`config.mk`:
```
export PLATFORM = sky130hd
export DESIGN_NAME = frd_rot_cell
export DESIGN_NICKNAME = d
export VERILOG_FILES = /design/src/hw/rtl/frd_pkg.sv /design/src/hw/rtl/frd_rot_cell.sv
export SDC_FILE = /design/constraint.sdc
export NUM_CORES = 1
export LEC_CHECK = 0
export BUFFER_PORTS_ARGS = -buffer_cell sky130_fd_sc_hd__buf_2
export CAP_MARGIN = 20
export CORE_ASPECT_RATIO = 1.2
export CORE_UTILIZATION = 45
export CTS_BUF_LIST = sky130_fd_sc_hd__clkbuf_8
export DETAILED_ROUTE_END_ITERATION = 10
export GPL_TIMING_DRIVEN = 0
export PLACE_DENSITY = 0.67
export RECOVER_POWER = 25
export SLEW_MARGIN = 20
export SYNTH_ARGS = -nofsm -noshare
export SYNTH_HDL_FRONTEND = slang
export SYNTH_SLANG_ARGS = --single-unit
```
`constraint.sdc`:
```
create_clock -name clk -period 13.5 [get_ports clk]
set_clock_uncertainty 0.2 [all_clocks]
set_input_delay 0 -clock clk [delete_from_list [all_inputs] [get_ports clk]]
set_output_delay 0 -clock clk [all_outputs]
set_load 0.1 [all_outputs]
```
`src/hw/rtl/frd_pkg.sv`:
```
package frd_pkg;

	localparam int GUARD = 3;
	localparam int KBITS = 26;
	localparam int DW = 40;
	localparam int SPLIT = 16;
	localparam int GINV_W = 27;
	localparam logic signed [63:0] PI60 = 64'sh3243F6A8885A308D;

	typedef struct packed {
		logic signed [33:0] hd;
		logic signed [31:0] px;
		logic signed [31:0] py;
		logic signed [31:0] qx;
		logic signed [31:0] qy;
		logic nz;
		logic neg;
	} pose_sb_t;

	typedef struct packed {
		logic [31:0] rx;
		logic [31:0] ry;
		logic [31:0] hd;
		logic far;
	} dist_sb_t;

	function automatic logic [63:0] udiv64(input logic [63:0] num, input logic [63:0] den);
		logic [63:0] q;
		logic [64:0] r;
		q = '0;
		r = '0;
		for (int i = 63; i >= 0; i--) begin
			r = {r[63:0], num[i]};
			if (r >= {1'b0, den}) begin
				r = r - {1'b0, den};
				q[i] = 1'b1;
			end
		end
		return q;
	endfunction

	function automatic logic signed [63:0] atan_q60(input int idx);
		logic signed [63:0] sum;
		logic signed [63:0] term;
		int e;
		sum = '0;
		if (idx == 0) begin
			sum = PI60 >>> 2;
		end else begin
			for (int k = 0; k < 64; k++) begin
				e = idx * (2 * k + 1);
				if (e <= 60) begin
					term = $signed(udiv64(64'(64'sd1 <<< (60 - e)), 64'(2 * k + 1)));
					sum = ((k & 1) != 0) ? sum - term : sum + term;
				end
			end
		end
		return sum;
	endfunction

	function automatic logic [GINV_W-1:0] gain_inv(input int stages);
		logic signed [63:0] x;
		logic signed [63:0] y;
		logic signed [63:0] xs;
		logic signed [63:0] ys;
		int n;
		x = 64'sd1 <<< 30;
		y = '0;
		n = (stages < 32) ? stages : 32;
		for (int i = 0; i < 32; i++) begin
			if (i < n) begin
				xs = x >>> i;
				ys = y >>> i;
				if (y > 0) begin
					x = x + ys;
					y = y - xs;
				end else begin
					x = x - ys;
					y = y + xs;
				end
			end
		end
		if (x <= 0) begin
			x = 64'sd1;
		end
		return GINV_W'(udiv64(64'(64'sd1 <<< (KBITS + 30)), 64'(x)));
	endfunction

	function automatic logic [63:0] pi_q(input int frac);
		return (PI60 + (64'sd1 <<< (59 - frac))) >>> (60 - frac);
	endfunction

	function automatic logic [63:0] twopi_q(input int frac);
		return (PI60 + (64'sd1 <<< (58 - frac))) >>> (59 - frac);
	endfunction

	function automatic logic [31:0] sat_s32(input logic signed [DW-1:0] v);
		logic [31:0] r;
		if (v > DW'(64'sd2147483647)) begin
			r = 32'h7FFFFFFF;
		end else if (v < -DW'(64'sd2147483648)) begin
			r = 32'h80000000;
		end else begin
			r = v[31:0];
		end
		return r;
	endfunction

endpackage

```
`src/hw/rtl/frd_rot_cell.sv`:
```
module frd_rot_cell #(
	parameter int IDX = 0,
	parameter int SBW = 1
) (
	input  logic clk,
	input  logic en,
	input  logic signed [frd_pkg::DW-1:0] x_i,
	input  logic signed [frd_pkg::DW-1:0] y_i,
	input  logic signed [63:0] z_i,
	input  logic [SBW-1:0] sb_i,
	output logic signed [frd_pkg::DW-1:0] x_o,
	output logic signed [frd_pkg::DW-1:0] y_o,
	output logic signed [63:0] z_o,
	output logic [SBW-1:0] sb_o
);
	import frd_pkg::*;

	localparam logic signed [63:0] ATAN = atan_q60(IDX);

	logic signed [DW-1:0] xs;
	logic signed [DW-1:0] ys;

	assign xs = x_i >>> IDX;
	assign ys = y_i >>> IDX;

	always_ff @(posedge clk) begin
		if (en) begin
			if (z_i >= 0) begin
				x_o <= x_i - ys;
				y_o <= y_i + xs;
				z_o <= z_i - ATAN;
			end else begin
				x_o <= x_i + ys;
				y_o <= y_i - xs;
				z_o <= z_i + ATAN;
			end
			sb_o <= sb_i;
		end
	end
endmodule

```
==> metrics.md, run 1 <==
| Metric | Value |
|---|---|
| Layout cells sized above 1 | 0.155 |
| Seq cells post-synth | 144 |
| Post-synth ARST share | 0 |
| Final Wtd Congestion | 0.975 |
| Finished Cell Area | 0.0184 mm2 |
| Tightest Hold Check Type | in -> reg |
| Crit path required time | 13.28 ns |
| Final #Nets | 2522 |
| IO Pins | 292 |
| Worst-Margin Slew | 4.74 ns |
| Final Max Slew Viols | 147 |
| CP endpoint kind | flop |
| CTS Sinks | 144 |
| Register area share after synthesis | 0.286 |
| RSZ-0062 raised after global routing | false |
| Run status | finished with violations |
| Syn. warnings | 0 |
| Die Width | 169 um |
| Fmax | 159 MHz |
| WS Path Type | in -> reg |
| Crit path largest cell delay | 3.45 ns |
| Hpwl dp | 40.9 mm |
| Rel. slew slack | -2.16 |
| DRT iter0 DRCs | 1073 |
| Placed instance area | 0.0172 mm2 |
| Critical Path AT | 6.08 ns |
| Crit share post-route | 0.467 |
| Yosys cell types | 78 |
| Crit path max fanout | 92 |
| Via density per instance | 5.80 |
| Vias after detailed routing | 15.4k |
| Initial antenna violation count | 6 |
| Antenna-violating nets left | 0 |
| Initial Utilization | 0.456 |
| Total CTS buffers | 17 |
| # DRC | 0 |
| Failing checks | capacitance limit, slew limit |
| H-tree depth | 4 |
| Hold Vio Cnt, Final | 0 |
| Yosys top cell area share | 0.286 |
| Mapped Area | 0.0151 mm2 |
| GRT Util Overall | 0.302 |
| Final setup viols | 0 |
| Max IR drop VDD | 0.0000904 V |
| Critical Path, Cell by Cell | dlygate4sd3_1, clkbuf_1, clkbuf_1 |
| WL per Instance | 19.7 um |
| Largest net degree at the start of global routing | 93 |
| Area Growth Syn to Fin | 21.8% |
| Final WL | 52.4 mm |
| Post-CTS Setup Inserts | 0 |
| Port-buffer cells | 291 |
| Top cell by count, worst path | clkbuf_1 |
| Commonest non-fill, non-tap cell in the layout | buf_2 |
| Core Area | 0.0332 mm2 |
| Number of flops mapped to enable cells by yosys | 144 |
| Syn Inst Count | 1787 |
| Area leader, netlist | edfxtp_1 |
| Power Density | 118 mW/mm2 |
| Die H | 203 um |
| Synthesized area per cell | 8.47 um2 |
| CP startpoint | en |
| TritonRoute pass-1 iters | 5 |
| Filler cells | 3067 |
| Prevailing post-synth register cell | edfxtp_1 |
| Vias in the first global route | 15.1k |
| Startpoint type of the worst setup path | input pin |
| CTS tree | yes |
| DIE AREA | 0.0344 mm2 |
| First-pass GRT wire length | 80.4 mm |
| Most frequent cells in the layout | buf_2 (272), a21oi_1 (227), ha_1 (180) |
| Clk root buf | clkbuf_8 |
| Largest cells by area after synthesis | edfxtp_1 (29%), ha_1 (15%), a21oi_1 (7.5%), xnor2_1 (5.4%), a21o_1 (4.3%) |
| Period minus WS final | 6.30 ns |
| Num rows | 73 |
| Total of max-cap violations | 2 |
| Clk pin slew, worst setup/hold paths | 0.08 ns |
| Gr ovfl total | 0 |
| Setup TNS | 0 ns |
| Max Buffers Root-to-Sink | 2 |
| Slowest CP cell | clkbuf_1 |
| Worst hold start | y_i[38] |
| Leakage power | 8.12 nW |
| Synth Net Count | 2118 |
final timing paths:
check	cells after the start	endpoint	slack, ns
setup / recovery	3	z_o[25]$_DFFE_PP_	7.20
hold / removal	4	x_o[38]$_DFFE_PP_	0.06
power breakdown:
part / switching (mW) / internal (mW)
clock network: 0.185 / 0.125
logic: 0.958 / 0.298
registers: 0.0187 / 0.597
cells in the mapped netlist, types with 5 or more instances:
library cell / n
a2111oi_0: 10
or3_1: 9
nor4_1: 10
clkbuf_1: 70
o22ai_1: 10
mux2i_1: 13
nand2_1: 110
a21o_1: 87
nor2_1: 133
o31ai_1: 18
o211ai_1: 16
a211o_1: 5
a311oi_1: 5
a221oi_1: 12
nor2b_1: 23
a21boi_0: 7
xnor2_1: 94
a211oi_1: 17
nand4_1: 34
inv_1: 129
o21a_1: 15
buf_1: 10
o221a_2: 5
o41ai_1: 5
and2_1: 5
o21bai_1: 48
or4_1: 7
nand3_1: 21
xor2_1: 42
o21ai_0: 127
ha_1: 180
nor3_1: 20
and3_1: 11
nand2b_1: 15
a21oi_1: 227
or2_2: 8
edfxtp_1: 144
a31oi_1: 10
worst max-delay path, delay by kind of cell:
| family | cells | cell delay [ns] |
|---|---|---|
| buf+inv | 3 | 5.97 |
final cells by class:
class,count,area (um2),area share
inverter,133,499,0.0271
clock buffer,17,234,0.0127
multi-input combinational,1423,9970,0.541
antenna,6,15.0,0.000815
tap,450,563,0.0306
buffer,87,352,0.0191
clock inverter,15,96.3,0.00523
timing repair buffer,385,2370,0.129
sequential,144,4320,0.235
metrics by stage:
stage                      util  hold slack [ns]  power [mW]  std cells  setup slack [ns]
after floorplan               -           -0.101        1.58       1787              8.83
after global placement    0.517          -0.0239        1.83       2528              6.40
after detailed placement  0.519          -0.0219        1.83       2530              7.94
after CTS                 0.557         0.000829        2.19       2654              8.07
after global routing      0.556           0.0484        2.28       2659              6.55
final                     0.556           0.0574        2.18       2660              7.20
kinds of logic after synthesis:
logic type	after synthesis	share of synthesized area
flops	144	0.286
compound gates	666	0.281
buf+inv	220	0.0559
simple gates	424	0.136
fa+ha+maj	184	0.154
xor+xnor	136	0.0787
mux	13	0.00860
state kept, by name (all words and copies together), names as in the netlist:
name  flops
sb_o      1
x_o      40
y_o      39
z_o      64
layer usage:
metal | GRT usage | share of wire | vias to the layer above | wire [um]
met4 | 0.151 | 0.044 | 0 | 2280
met1 | 0.354 | 0.41 | 7281 | 21300
met5 | 0 | 0 | - | 0
li1 | - | - | 7359 | -
met3 | 0.0495 | 0.059 | 136 | 3090
met2 | 0.531 | 0.49 | 639 | 25800
what timing repair did:
action,CTS,global route
gates resized for setup,0,0
endpoints found under the hold margin,122,0
hold buffers,92,0
No activity file was read; power rests on OpenSTA's default activity.
==> inputs of run 2 (changes only) <==
- clock period: 13.5 -> 5.85 ns (I/O delays scaled with it)
==> metrics.md, run 2 (synthesized netlist as in run 1, its figures left out) <==
| Metric | Value |
|---|---|
| Period minus WS final | 5.62 ns |
| Layout cells sized above 1 | 0.155 |
| DRT iter0 DRCs | 1073 |
| Final WL | 52.4 mm |
| Vias after detailed routing | 15.4k |
| Via density per instance | 5.80 |
| Placed instance area | 0.0172 mm2 |
| CP endpoint kind | flop |
| Core Area | 0.0332 mm2 |
| Max FFs per register | 64 |
| Initial Utilization | 0.456 |
| GRT Util Overall | 0.302 |
| WL per Instance | 19.7 um |
| Clk root buf | clkbuf_8 |
| Num rows | 73 |
| Final Wtd Congestion | 0.975 |
| Leakage power | 8.12 nW |
| Filler cells | 3067 |
| Clk pin slew, worst setup/hold paths | 0.09 ns |
| Final setup margin | 0.229 ns |
| CTS Sinks | 144 |
| Commonest non-fill, non-tap cell in the layout | buf_2 |
| Crit path required time | 5.90 ns |
| Most frequent cells in the layout | buf_2 (272), a21oi_1 (227), ha_1 (180) |
| Fmax | 178 MHz |
| Die H | 203 um |
| Worst-Margin Slew | 2.87 ns |
| Reg area | 0.00432 mm2 |
| Total CTS buffers | 17 |
| Crit path max fanout | 47 |
| Die Width | 169 um |
| Largest net degree at the start of global routing | 93 |
| Largest regs | z_o x64, x_o x40, y_o x39 |
| TritonRoute pass-1 iters | 6 |
| Hpwl dp | 40.9 mm |
| Failing checks | capacitance limit, slew limit |
| Rel. slew slack | -0.913 |
| Final #Nets | 2522 |
| Total power | 5.03 mW |
| WS Path Type | in -> reg |
| Multi-input gate area | 0.00997 mm2 |
| Antenna-violating nets left | 0 |
| Max IR drop VDD | 0.000209 V |
| Power Density | 273 mW/mm2 |
| Total of max-cap violations | 2 |
| Area Growth Syn to Fin | 21.8% |
| IO Pins | 292 |
| DIE AREA | 0.0344 mm2 |
| Final cell count without fillers | 2660 |
| Pre-CTS setup slack | 0.290 ns |
| Placed Cells | 2530 |
| Cts repair resizes | 0 |
| Largest reg by FF count | z_o |
| Startpoint type of the worst setup path | input pin |
| Port-buffer cells | 291 |
| Finished Cell Area | 0.0184 mm2 |
| Crit share post-route | 0.961 |
| Final setup viols | 0 |
| Vias in the first global route | 15.1k |
| Gr ovfl total | 0 |
| Critical Path AT | 5.67 ns |
| Final Max Slew Viols | 147 |
| Tightest Hold Check Type | in -> reg |
| Hold Vio Cnt, Final | 0 |
| CTS tree | yes |
| Max Buffers Root-to-Sink | 2 |
| H-tree depth | 4 |
| First-pass GRT wire length | 80.4 mm |
| # DRC | 0 |
| Run status | finished with violations |
| Initial antenna violation count | 6 |
| RSZ-0062 raised after global routing | false |
==> run 2: critical path, cell delays in order <==
cell and delay (ns):
buf_2 0.16, inv_1 0.19, clkbuf_1 0.69, clkbuf_4 0.80, ha_1 0.36, buf_2 0.17
a2111oi_0 0.32, o21ai_0 0.20, nand2_1 0.18, a21oi_1 0.13, a21oi_1 0.39, a22oi_1 0.26
o22ai_1 0.47, o21ai_0 0.27, a311oi_1 0.36, xnor2_1 0.10, dlygate4sd3_1 0.56
==> run 2: layout make-up <==
cell class                 instances  share of cell area
antenna                            6            0.000815
buffer                            87              0.0191
clock buffer                      17              0.0127
clock inverter                    15             0.00523
inverter                         133              0.0271
multi-input combinational       1423               0.541
sequential                       144               0.235
tap                              450              0.0306
timing repair buffer             385               0.129
==> run 2: metrics by stage <==
step	util	hold slack, ns	setup TNS, ns
after floorplan	-	-0.101	0
after global placement	0.517	-0.0239	-22.44
after detailed placement	0.519	-0.0219	0
after CTS	0.557	0.000829	0
after global routing	0.556	0.0484	0
final	0.556	0.0599	0
==> run 2: final timing paths <==
check	start	endpoint	cells past startpoint
worst min-delay path	y_i[38]	x_o[38]$_DFFE_PP_	4
worst max-delay path	z_i[63]	z_o[60]$_DFFE_PP_	17
==> run 2: where the power goes <==
group / switching [mW] / leakage, nW / total (mW) / internal [mW]
Sequential: 0.0432 / 1.41 / 1.42 / 1.38
Clock: 0.426 / 0.180 / 0.714 / 0.288
Combinational: 2.21 / 6.54 / 2.90 / 0.687
==> run 2: routing by layer <==
metal  up-vias  global-route usage  wire [um]
li1       7356                   -          -
met1      7285               0.354      21200
met2       651               0.531      25800
met3       140              0.0495       3190
met4         0               0.151       2310
met5         -                   0          0
==> run 2: what timing repair did <==
item,in CTS,in global routing
hold buffers,92,0
hold endpoints to repair,122,0
setup buffers,0,0
==> inputs of run 3 (changes only) <==
- BUFFER_PORTS_ARGS: -buffer_cell sky130_fd_sc_hd__buf_2 -> default
- DONT_BUFFER_PORTS: default -> 1
- PLACE_DENSITY: 0.67 -> default
==> metrics.md, run 3 (synthesized netlist as in run 1, its figures left out) <==
| Metric | Value |
|---|---|
| Buffers plus inverters on the worst setup path | 6 |
| Slowest CP cell | dlygate4sd3_1 |
| Antenna-violating nets left | 0 |
| WL per Instance | 21.9 um |
| Crit share post-route | 0.922 |
| Worst hold margin | 0.000338 ns |
| Total of max-cap violations | 1 |
| Via density per instance | 5.99 |
| Final #Nets | 2306 |
| DIE AREA | 0.0344 mm2 |
| # DRC | 0 |
| CP endpoint kind | flop |
| Vias after detailed routing | 14.6k |
| Hold Vio Cnt, Final | 0 |
| Crit path max fanout | 38 |
| Die Width | 169 um |
| Core Area | 0.0332 mm2 |
| Critical Path, Cell by Cell | dlygate4sd3_1, clkinvlp_4, clkbuf_4, buf_12, ha_1, buf_2, a2111oi_0, o21ai_0, nand2_1, a21oi_1, a21oi_1, a22oi_1, o22ai_1, o21ai_0, a311oi_1, xnor2_1, dlygate4sd3_1 |
| Placed instance area | 0.0158 mm2 |
| First-pass GRT wire length | 81.2 mm |
| Failing checks | capacitance limit, slew limit |
| Initial Utilization | 0.456 |
| ANT cells | 0 |
| Num rows | 73 |
| IO Pins | 292 |
| Run status | finished with violations |
| Max Buffers Root-to-Sink | 2 |
| Total CTS buffers | 17 |
| Leakage power | 7.40 nW |
| Crit path largest cell delay | 0.60 ns |
| Period minus WS final | 5.39 ns |
| Final Wtd Congestion | 0.949 |
| RSZ-0062 raised after global routing | false |
| Max FFs per register | 64 |
| Die H | 203 um |
| Crit path required time | 5.94 ns |
| Tightest Hold Check Type | in -> reg |
| TritonRoute pass-1 iters | 5 |
| Largest net degree at the start of global routing | 145 |
| Startpoint type of the worst setup path | input pin |
| Rel. slew slack | -1.39 |
| Finished Cell Area | 0.0178 mm2 |
| Final Max Slew Viols | 145 |
| CTS Sinks | 144 |
| Gr ovfl total | 0 |
| DRT iter0 DRCs | 1115 |
| Worst-Margin Slew | 3.58 ns |
| Max IR drop VDD | 0.000175 V |
| GRT Util Overall | 0.308 |
| Clk pin slew, worst setup/hold paths | 0.09 ns |
| WS Path Type | in -> reg |
| CP top delay family | compound AO/OA/AOI/OAI gates |
| Total power | 5.11 mW |
| Area Growth Syn to Fin | 17.9% |
| H-tree depth | 4 |
| Power Density | 287 mW/mm2 |
| Initial antenna violation count | 1 |
| Layout cells sized above 1 | 0.0377 |
| Most frequent cells in the layout | a21oi_1 (227), ha_1 (180), dlygate4sd3_1 (167) |
| Commonest non-fill, non-tap cell in the layout | a21oi_1 |
| Largest regs | z_o x64, x_o x40, y_o x39 |
| Critical Path AT | 5.49 ns |
| Vias in the first global route | 14.6k |
| Largest reg by FF count | z_o |
| Hpwl dp | 40.5 mm |
| CTS tree | yes |
| Port-buffer cells | 0 |
| Fmax | 185 MHz |
| Clk root buf | clkbuf_8 |
| Final WL | 53.4 mm |
| Final setup viols | 0 |
## run 3: metal layers
layer / GRT usage / wire, um / up-vias
li1: - / - / 6923
met1: 0.364 / 21500 / 6877
met2: 0.534 / 25800 / 654
met3: 0.0561 / 3740 / 143
met4: 0.153 / 2330 / 0
met5: 0 / 0 / -
## run 3: area by class of cell
class	count	area, um2
Fill cell	3151	15300
Multi-Input combinational cell	1423	9970
Buffer	86	348
Timing Repair Buffer	170	1720
Sequential cell	144	4320
Inverter	133	503
Clock inverter	15	169
Tap cell	450	563
Clock buffer	17	234
## run 3: timing repair
action / in CTS / in global routing
resized for setup: 0 / 1
hold buffers: 168 / 0
endpoints found under the setup margin: 0 / 5
setup buffers: 0 / 0
endpoints found under the hold margin: 252 / 0
## run 3: path summary, 6_finish.rpt
check	depth (start not counted)	slack, ns	start	endpoint
max	17	0.46	z_i[63]	z_o[60]$_DFFE_PP_
min	4	0.0003	x_i[2]	x_o[3]$_DFFE_PP_
## run 3: metrics by stage
| stage | instances | utilization | setup slack [ns] | TNS (ns) |
|---|---|---|---|---|
| 5_1_grt | 2438 | 0.538 | 0.136 | 0 |
| 3_5_place_dp | 2239 | 0.475 | 0.635 | 0 |
| 2_1_floorplan | 1787 | - | 1.18 | 0 |
| 3_3_place_gp | 2237 | 0.473 | -1.21 | -20.81 |
| 4_1_cts | 2439 | 0.538 | 0.0767 | 0 |
| 6_report | 2438 | 0.538 | 0.458 | 0 |
## run 3: power breakdown
| group | total [mW] | switching, mW | internal [mW] |
|---|---|---|---|
| registers | 2.71 | 1.32 | 1.39 |
| logic | 1.52 | 0.896 | 0.624 |
| clock network | 0.880 | 0.462 | 0.418 |
| total | 5.11 | 2.67 | 2.44 |
